--- src/rtl/lpd_pkg.sv ---
// Shared types and constants of the length-prefixed deframer.
package lpd_pkg;

	localparam int unsigned HEADER_BYTES = 12;
	localparam int unsigned HDR_CNT_W = 4;
	localparam int unsigned PADDR_W = 4;
	localparam int unsigned PDATA_W = 32;

	localparam logic [HDR_CNT_W-1:0] HDR_TYPE_IDX = 4'd4;
	localparam logic [HDR_CNT_W-1:0] HDR_LAST_IDX = HDR_CNT_W'(HEADER_BYTES - 1);

	localparam logic [7:0] MAGIC [4] = '{8'h46, 8'h44, 8'h52, 8'h31};

	typedef enum logic [1:0] {
		REG_MAX_LEN  = 2'd0,
		REG_TEXT_TYP = 2'd1,
		REG_BIN_TYP  = 2'd2,
		REG_NONE     = 2'd3
	} reg_idx_t;

	typedef enum logic [2:0] {
		KIND_BYTE  = 3'd0,
		KIND_EMPTY = 3'd1,
		KIND_BAD   = 3'd2,
		KIND_TRUNC = 3'd3,
		KIND_END   = 3'd4
	} kind_t;

	localparam logic [31:0] MAX_LEN_RST = 32'h0100_0000;
	localparam logic [7:0] TEXT_TYP_RST = 8'd1;
	localparam logic [7:0] BIN_TYP_RST = 8'd2;

endpackage

--- src/rtl/length_prefixed_deframer_top.sv ---
// Top level of the length-prefixed deframer: header check, payload pass-through, APB registers.
//
//  channel   handshake                  payload
//  item      item_valid / item_ready    stream_byte, stream_closed
//  result    result_valid / result_ready result_kind, payload_byte, frame_kind, last_of_frame
//  config    APB psel/penable/pwrite    paddr, pwdata, prdata, pready
//
// One word per clock while item_ready is high: the accepting edge updates the parse state
// and loads the result register together, so a result is offered in the cycle right after
// its word is taken. item_ready is high whenever the result register is empty or being taken.
// Reset returns to header phase with the register reset values.
// After a bad header, truncation or end of stream no further results are produced until reset.
module length_prefixed_deframer_top
	import lpd_pkg::*;
(
	input  logic                clk,
	input  logic                arst_n,
	input  logic                item_valid,
	output logic                item_ready,
	input  logic [7:0]          stream_byte,
	input  logic                stream_closed,
	output logic                result_valid,
	input  logic                result_ready,
	output logic [2:0]          result_kind,
	output logic [7:0]          payload_byte,
	output logic [7:0]          frame_kind,
	output logic                last_of_frame,
	input  logic                psel,
	input  logic                penable,
	input  logic                pwrite,
	input  logic [PADDR_W-1:0]  paddr,
	input  logic [PDATA_W-1:0]  pwdata,
	output logic [PDATA_W-1:0]  prdata,
	output logic                pready
);

	typedef enum logic [1:0] {
		PH_HEADER  = 2'd0,
		PH_PAYLOAD = 2'd1,
		PH_HALTED  = 2'd2
	} phase_t;

	// configuration registers
	logic [31:0] max_len_q;
	logic [7:0]  text_typ_q;
	logic [7:0]  bin_typ_q;
	reg_idx_t    reg_idx;
	logic        cfg_wr;

	// parse state
	phase_t                phase_q, phase_n;
	logic [HDR_CNT_W-1:0]  hdr_cnt_q, hdr_cnt_n;
	logic                  hdr_good_q, hdr_good_n;
	logic [7:0]            cur_type_q, cur_type_n;
	logic [23:0]           len_gather_q, len_gather_n;
	logic [31:0]           bytes_left_q, bytes_left_n;

	// result register
	logic        res_valid_q;
	kind_t       res_kind_q;
	logic [7:0]  res_byte_q;
	logic [7:0]  res_type_q;
	logic        res_last_q;

	logic        emit;
	kind_t       kind_n;
	logic [7:0]  byte_n;
	logic [7:0]  type_n;
	logic        last_n;
	logic        accept;
	logic [31:0] hdr_len;
	logic        hdr_ok;

	assign pready = 1'b1;
	assign reg_idx = reg_idx_t'(paddr[3:2]);
	assign cfg_wr = psel && penable && pwrite && pready;

	always_comb begin
		prdata = '0;
		unique case (reg_idx)
			REG_MAX_LEN:  prdata = max_len_q;
			REG_TEXT_TYP: prdata = {24'd0, text_typ_q};
			REG_BIN_TYP:  prdata = {24'd0, bin_typ_q};
			REG_NONE:     prdata = '0;
		endcase
	end

	always_ff @(posedge clk or negedge arst_n) begin
		if (!arst_n) begin
			max_len_q <= MAX_LEN_RST;
			text_typ_q <= TEXT_TYP_RST;
			bin_typ_q <= BIN_TYP_RST;
		end else if (cfg_wr) begin
			unique case (reg_idx)
				REG_MAX_LEN:  max_len_q <= pwdata;
				REG_TEXT_TYP: text_typ_q <= pwdata[7:0];
				REG_BIN_TYP:  bin_typ_q <= pwdata[7:0];
				REG_NONE:     ;
			endcase
		end
	end

	assign item_ready = !res_valid_q || result_ready;
	assign accept = item_valid && item_ready;

	// the twelfth word carries the top length byte, so the judged length includes it directly
	assign hdr_len = {stream_byte, len_gather_q};
	assign hdr_ok = hdr_good_q && (hdr_len <= max_len_q)
		&& ((cur_type_q == text_typ_q) || (cur_type_q == bin_typ_q));

	always_comb begin
		phase_n = phase_q;
		hdr_cnt_n = hdr_cnt_q;
		hdr_good_n = hdr_good_q;
		cur_type_n = cur_type_q;
		len_gather_n = len_gather_q;
		bytes_left_n = bytes_left_q;
		emit = 1'b0;
		kind_n = KIND_END;
		byte_n = '0;
		type_n = '0;
		last_n = 1'b0;
		unique case (phase_q)
			PH_HEADER: begin
				if (stream_closed) begin
					phase_n = PH_HALTED;
					emit = 1'b1;
					kind_n = KIND_END;
				end else begin
					unique case (hdr_cnt_q)
						4'd0, 4'd1, 4'd2, 4'd3: begin
							if (stream_byte != MAGIC[hdr_cnt_q[1:0]])
								hdr_good_n = 1'b0;
						end
						HDR_TYPE_IDX: cur_type_n = stream_byte;
						4'd5, 4'd6, 4'd7: begin
							if (stream_byte != 8'd0)
								hdr_good_n = 1'b0;
						end
						4'd8:  len_gather_n[7:0] = stream_byte;
						4'd9:  len_gather_n[15:8] = stream_byte;
						4'd10: len_gather_n[23:16] = stream_byte;
						default: ;
					endcase
					if (hdr_cnt_q != HDR_LAST_IDX) begin
						hdr_cnt_n = hdr_cnt_q + 1'b1;
					end else if (!hdr_ok) begin
						phase_n = PH_HALTED;
						emit = 1'b1;
						kind_n = KIND_BAD;
					end else begin
						hdr_cnt_n = '0;
						hdr_good_n = 1'b1;
						len_gather_n = '0;
						if (hdr_len == 32'd0) begin
							emit = 1'b1;
							kind_n = KIND_EMPTY;
							type_n = cur_type_q;
							last_n = 1'b1;
							cur_type_n = '0;
						end else begin
							bytes_left_n = hdr_len;
							phase_n = PH_PAYLOAD;
						end
					end
				end
			end
			PH_PAYLOAD: begin
				emit = 1'b1;
				if (stream_closed) begin
					phase_n = PH_HALTED;
					kind_n = KIND_TRUNC;
				end else begin
					bytes_left_n = bytes_left_q - 32'd1;
					kind_n = KIND_BYTE;
					byte_n = stream_byte;
					type_n = cur_type_q;
					last_n = (bytes_left_q == 32'd1);
					if (last_n) begin
						phase_n = PH_HEADER;
						hdr_cnt_n = '0;
						hdr_good_n = 1'b1;
						cur_type_n = '0;
						len_gather_n = '0;
					end
				end
			end
			default: ;
		endcase
	end

	always_ff @(posedge clk or negedge arst_n) begin
		if (!arst_n) begin
			phase_q <= PH_HEADER;
			hdr_cnt_q <= '0;
			hdr_good_q <= 1'b1;
			cur_type_q <= '0;
			len_gather_q <= '0;
			bytes_left_q <= '0;
			res_valid_q <= 1'b0;
		end else if (accept) begin
			phase_q <= phase_n;
			hdr_cnt_q <= hdr_cnt_n;
			hdr_good_q <= hdr_good_n;
			cur_type_q <= cur_type_n;
			len_gather_q <= len_gather_n;
			bytes_left_q <= bytes_left_n;
			res_valid_q <= emit;
		end else if (result_ready) begin
			res_valid_q <= 1'b0;
		end
	end

	always_ff @(posedge clk) begin
		if (accept && emit) begin
			res_kind_q <= kind_n;
			res_byte_q <= byte_n;
			res_type_q <= type_n;
			res_last_q <= last_n;
		end
	end

	assign result_valid = res_valid_q;
	assign result_kind = res_kind_q;
	assign payload_byte = res_byte_q;
	assign frame_kind = res_type_q;
	assign last_of_frame = res_last_q;

endmodule

--- config.mk ---
export PLATFORM = sky130hd
export DESIGN_NAME = length_prefixed_deframer_top
export DESIGN_NICKNAME = d
export VERILOG_FILES = /design/src/rtl/lpd_pkg.sv /design/src/rtl/length_prefixed_deframer_top.sv
export SDC_FILE = /design/constraint.sdc
export NUM_CORES = 1
export LEC_CHECK = 0
export ABC_CLOCK_PERIOD_IN_PS = 3100
export BUFFER_PORTS_ARGS = -buffer_cell sky130_fd_sc_hd__buf_2
export CORE_UTILIZATION = 53
export CTS_CLUSTER_SIZE = 24
export DETAILED_ROUTE_END_ITERATION = 7
export GPL_ROUTABILITY_DRIVEN = 0
export MAX_ROUTING_LAYER = met4
export PLACE_DENSITY = 0.89
export SYNTH_ARGS = -nofsm -noshare
export SYNTH_HDL_FRONTEND = slang
export SYNTH_SLANG_ARGS = --single-unit
--- constraint.sdc ---
create_clock -name clk -period 3.1 [get_ports clk]
set_input_delay 0.62 -clock clk [delete_from_list [all_inputs] [get_ports clk]]
set_output_delay 0.62 -clock clk [all_outputs]
set_load 0.02 [all_outputs]
==> results of run 1 <==
cells in the final DEF (no fill, tap or decap), types with 5 or more instances in the layout:
cell type and instances:
mux2_2 17, mux2i_1 9, xnor2_1 17, o2bb2ai_1 5, nor3b_2 7, nor4_2 5, a22o_1 33, clkinv_2 5
a21oi_1 49, nand2_1 78, nor2_1 51, edfxtp_1 20, o21ai_0 65, nand3_1 30, a2bb2oi_1 13, and2_1 10
clkbuf_16 17, buf_4 52, nor3_1 43, nand4_1 17, nand2b_1 7, inv_1 38, nor4_1 18, ha_1 38
dfrtp_1 116, and3_1 14, o32a_1 5, buf_2 102, o22ai_1 12, a31oi_1 12, nor3b_1 7, a21o_1 6
Yosys cell counts, types with 6 or more instances:
library cell    n
dfrtp_1       116
nand2_1        78
o21ai_0        65
nor2_1         51
a21oi_1        50
nor3_1         45
clkbuf_1       40
ha_1           38
inv_1          38
a22o_1         33
nand3_1        30
edfxtp_1       20
nor4_1         20
mux2_2         17
nand4_1        17
xnor2_1        17
and3_1         14
a2bb2oi_1      13
a31oi_1        12
o22ai_1        12
and2_1         10
mux2i_1         9
nor3b_1         8
nand2b_1        7
a21o_1          6
nor3b_2         6
metrics by stage:
stage	total power, mW	instances	utilization, %
6_report	7.18	1185	66.3
5_1_grt	7.51	1185	66.3
4_1_cts	7.07	1185	65.9
3_5_place_dp	5.10	1153	62.1
3_3_place_gp	4.96	1153	62.1
2_1_floorplan	4.24	860	-
power breakdown:
group / total (mW) / switching, mW / leakage, nW / internal [mW]
clock: 1.95 / 0.792 / 0.271 / 1.16
sequential: 2.81 / 0.473 / 1.68 / 2.33
combinational: 2.42 / 1.37 / 2.28 / 1.05
cell type report:
class,count,area share (%)
Clock inverter,11,0.960
Tap cell,184,2.36
Sequential cell,140,36.9
Clock buffer,21,4.81
Timing Repair Buffer,159,10.1
Multi-Input combinational cell,632,43.4
Inverter,38,1.46
routing by layer:
metal  wire [µm]  global-route usage [%]  vias to the layer above
met4        1200                    17.4                        0
met5           0                       -                        -
met1        9320                    37.7                     3690
met3        1920                    6.46                      122
li1            -                       -                     3439
met2       11400                    49.3                      482
sequential cells by signal, indices dropped and copies added, names as in the netlist:
name           flops
text_typ_q         8
max_len_q         32
cur_type_q         8
hdr_cnt_q          4
phase_q            2
frame_kind         8
bin_typ_q          8
result_valid       1
last_of_frame      1
result_kind        3
len_gather_q      24
hdr_good_q         1
bytes_left_q      32
payload_byte       8
cells by family (layout without fill, tap and decap cells):
kind of cell	Yosys count	in the layout	share of synthesized area (%)
adders and majority gates	38	38	5.85
muxes	26	26	3.46
other	1	1	0.0461
buffers and inverters	88	229	4.42
xor gates and xnor gates	17	17	1.83
DFF	140	140	44.4
and+or+nand+nor	310	310	20.2
AOI/OAI and AO/OA	240	240	19.8
path summary, 6_finish.rpt:
| path | endpoint | slack [ns] | cells after the start |
|---|---|---|---|
| min in group clk | max_len_q[18] | 0.39 | 3 |
| max in group asynchronous | max_len_q[14] | 2.04 | 2 |
| setup reg to reg | bytes_left_q[7] | 0.16 | 10 |
| setup / recovery | bytes_left_q[7] | 0.16 | 10 |
| hold / removal | result_valid | 0.23 | 1 |
| hold reg to reg | hdr_good_q | 0.52 | 2 |
==> results.txt, run 1 <==
Post-synth ARST share = 85.7%
PortBufs = 103
fmax = 0.340 GHz
Clock Latency Late Sink = 0.43 ns
CP Cell Sequence = ha_1 > a21oi_1 > nand3_1 > a221o_1 > o31a_4 > nor4_4 > buf_6 > buf_12 > nor3b_1 > o22ai_1
ratio of cells with drive above 1 in the final layout = 24.1%
DIE AREA = 15800 µm²
Avg Cell Area, Syn = 9.45 µm²
crit start category = flip-flop
Vias/cell = 6.53
antenna violations before repair = 0
Avg WL per Cell = 20.1 µm
vias = 7733
number of setup violations in the final report = 0
placed cell areas = 9160 µm²
buffer and inverter count on the worst path = 2
critical path class = flip-flop to flip-flop
cell family with the largest share of critical-path delay = compound AO/OA/AOI/OAI gates
area taken by flip-flops and latches = 3610 µm²
crit-path max FO = 16
number of library cell types mapped by synthesis = 70
EDFF count, synth = 20
r2r startpoint = len_gather_q[19]
Rel. slew slack = 41.1%
post-route clock skew = 0.00493 ns
# nets final = 1078
Top FF cell, synth = dfrtp_1
CP endpoint kind = flip-flop
Post-Syn Area = 8130 µm²
WL final = 23900 µm
Cells after Synth = 860
area of the multi-input gates = 4240 µm²
largest net degree at the start of global routing = 64
drt first pass iters = 6
# diodes = 0
P&R area growth vs syn = 20.2%
Tot GR Track Use = 31.3%
initial core utilization = 55.1%
IO Count = 107
leading area contributor after synthesis = dfrtp_1
Worst Setup SP = len_gather_q[19]
dpl hpwl = 16100 µm
crit-path max cell delay = 0.43 ns
yosys warns = 0
sequential share of the synthesized area = 44.4%
DR iter-0 viols = 880
hold_ws = 0.230 ns
top cells by area, synth = dfrtp_1, edfxtp_1, ha_1
DP Worst Slack = -0.152 ns
final slew viol count = 0
Crit path arrival time = 3.25 ns
Tcrit/Tclk final = 94.8%
final instance area = 9780 µm²
VDD IR max = 493 µV
Critical Path RT = 3.41 ns
TritonCTS Buffers = 17
unrepaired setup endpoints after global routing = no
clk sinks = 140
proportion of netlist area held by the largest area contributor = 35.7%
GRT Residual Overflow = 0
ANT nets after route = 0
clock transition at the registers of the reported paths = 0.06 ns
cts hold-fix bufs = 0
final period demand of the worst path = 2.94 ns
Sum Neg Setup Slack = 0 ns
flops & latches, synth = 140
global-route wire length before repair = 37800 µm
syn nets = 950
Critical-path top delay cell = dfrtp_1
Remaining DRCs = 0
Site Rows = 44
vias in the first global route = 7576
setup ws final = 0.162 ns
HP Class = input pin to async pin
Max Root-Sink Buffers = 2
Leakage = 4.23 nW
fill cell count = 1075
# Post-CTS Setup Buffers = 0
# resized after CTS = 0
Max-Cap Viols = 0
CTS tree = done
die width = 126 µm
Die Height = 126 µm
core outline area = 14800 µm²
H-tree depth = 4
outcome = finished clean
final-report hold violation count = 0
worst-margin pin slew = 0.876 ns
CTS Root Cell = clkbuf_16
power density over cell area = 734 nW/µm²
(Power assumes the default switching activity.)
==> run 2, diff against run 1 <==
- CAP_MARGIN: not set -> 0
- CORE_UTILIZATION: 53 -> 45
- PLACE_DENSITY: 0.89 -> 0.79
==> run 2 against run 1 <==
Count of clock-buffer cells in the layout is 2 lower. Via count decreased by 1.4%. Combinational power increased by 3%. Die area is 17% higher. Global-route usage fell by 4.4 points. Critical path depth stayed put. Critical path type unchanged. Critical endpoint is now len_gather_q[22].
==> results.txt, run 2 (synthesized netlist as in run 1, its figures left out) <==
outcome = finished clean
dpl hpwl = 16200 µm
Leakage = 4.32 nW
GRT Residual Overflow = 0
die width = 136 µm
post-route clock skew = 0.00871 ns
worst-margin pin slew = 0.798 ns
IO Count = 107
CP Cell Sequence = inv_1 > ha_1 > nand4_1 > nor4_1 > and2b_1 > o31a_2 > nor4b_4 > buf_4 > o31ai_2 > a22o_1
Tcrit/Tclk final = 99.7%
TritonCTS Buffers = 17
Clock Latency Late Sink = 0.43 ns
Die Height = 136 µm
PortBufs = 103
number of setup violations in the final report = 0
initial core utilization = 46.5%
DR WL met3 = 1700 µm
final period demand of the worst path = 3.09 ns
DR iter-0 viols = 735
antenna violations before repair = 1
largest net degree at the start of global routing = 57
vias in the first global route = 7120
# nets final = 1094
clk sinks = 140
Tot GR Track Use = 26.9%
Rel. slew slack = 46.5%
Site Rows = 48
Avg WL per Cell = 19.4 µm
H-tree depth = 4
highest routed metal layer = met4
post-layout util = 56.9%
CTS Root Cell = clkbuf_16
Max Root-Sink Buffers = 2
Sum Neg Setup Slack = 0 ns
HP Class = input pin to async pin
CP endpoint kind = flip-flop
M1 WL = 10100 µm
commonest non-fill, non-tap cell in the layout = dfrtp_1
fmax = 0.323 GHz
P&R area growth vs syn = 22.4%
DIE AREA = 18600 µm²
core outline area = 17500 µm²
WL final = 24100 µm
Largest regs = bytes_left_q: 32 flops, max_len_q: 32 flops, len_gather_q: 24 flops
cts hold-fix bufs = 0
clock transition at the registers of the reported paths = 0.06 ns
final slew viol count = 0
unrepaired setup endpoints after global routing = yes
crit start category = flip-flop
vias = 7626
buffer and inverter count on the worst path = 2
Max-Cap Viols = 0
Critical Path RT = 3.46 ns
crit-path max FO = 8
final-report hold violation count = 0
Vias/cell = 6.14
most frequent cells in the layout = dfrtp_1, buf_2, nand2_1
length of routed met2 wiring = 11400 µm
Remaining DRCs = 0
Crit path arrival time = 3.45 ns
drt first pass iters = 7
Critical-path top delay cell = o31ai_2
global-route wire length before repair = 37000 µm
crit-path max cell delay = 0.68 ns
ANT nets after route = 0
critical path class = flip-flop to flip-flop
CTS tree = done
power density over cell area = 725 nW/µm²
ratio of cells with drive above 1 in the final layout = 25.6%
VDD IR max = 492 µV
fill cell count = 1455
cell family with the largest share of critical-path delay = compound AO/OA/AOI/OAI gates
==> run 2: per-layer routing <==
layer  global-route usage [%]  vias to the layer above
met5                        -                        -
li1                         -                     3484
met2                     41.7                      362
met3                     5.82                       73
met1                     34.3                     3707
met4                     10.6                        0
==> run 2: stage by stage <==
stage,std cells,power (mW),area (µm²),hold WS (ns),setup slack [ns]
2_1_floorplan,860,4.24,8130,0.324,0.00442
3_3_place_gp,1204,5.01,9270,0.491,-0.0870
3_5_place_dp,1204,5.14,9270,0.506,-0.198
4_1_cts,1236,7.09,9830,0.240,0.0100
5_1_grt,1243,7.60,9950,0.263,-0.0695
6_report,1243,7.22,9950,0.218,0.00815
==> run 2: report_power, final <==
part           total [mW]  internal [mW]  switching, mW
clock                1.94           1.08          0.855
combinational        2.49           1.10           1.39
sequential           2.79           2.33          0.454
total                7.22           4.52           2.70
==> run 2: worst paths after layout <==
kind	startpoint	to	slack, ns	cells after the start
worst max-delay path	max_len_q[24]	len_gather_q[22]	0.008	10
worst min-delay path	arst_n	bytes_left_q[1]	0.22	1
worst max register to register	max_len_q[24]	len_gather_q[22]	0.008	10
worst min register to register	hdr_good_q	hdr_good_q	0.53	2
max in group asynchronous	arst_n	hdr_good_q	2.15	2
min in group clk	pwdata[9]	max_len_q[9]	0.39	3
==> run 2: timing repair <==
item,CTS,global route
pin swaps,0,4
resized for setup,1,9
endpoints found under the setup margin,1,68
setup buffers,0,2
gates cloned,0,4
==> run 2: final cells by class <==
cell class / count / area (µm²) / area share (%)
antenna: 1 / 2.50 / 0.0251
clock buffer: 19 / 453 / 4.55
clock inverter: 13 / 108 / 1.08
inverter: 38 / 143 / 1.43
multi-input combinational: 634 / 4270 / 42.9
sequential: 140 / 3610 / 36.3
tap: 225 / 282 / 2.83
timing repair buffer: 173 / 1080 / 10.9
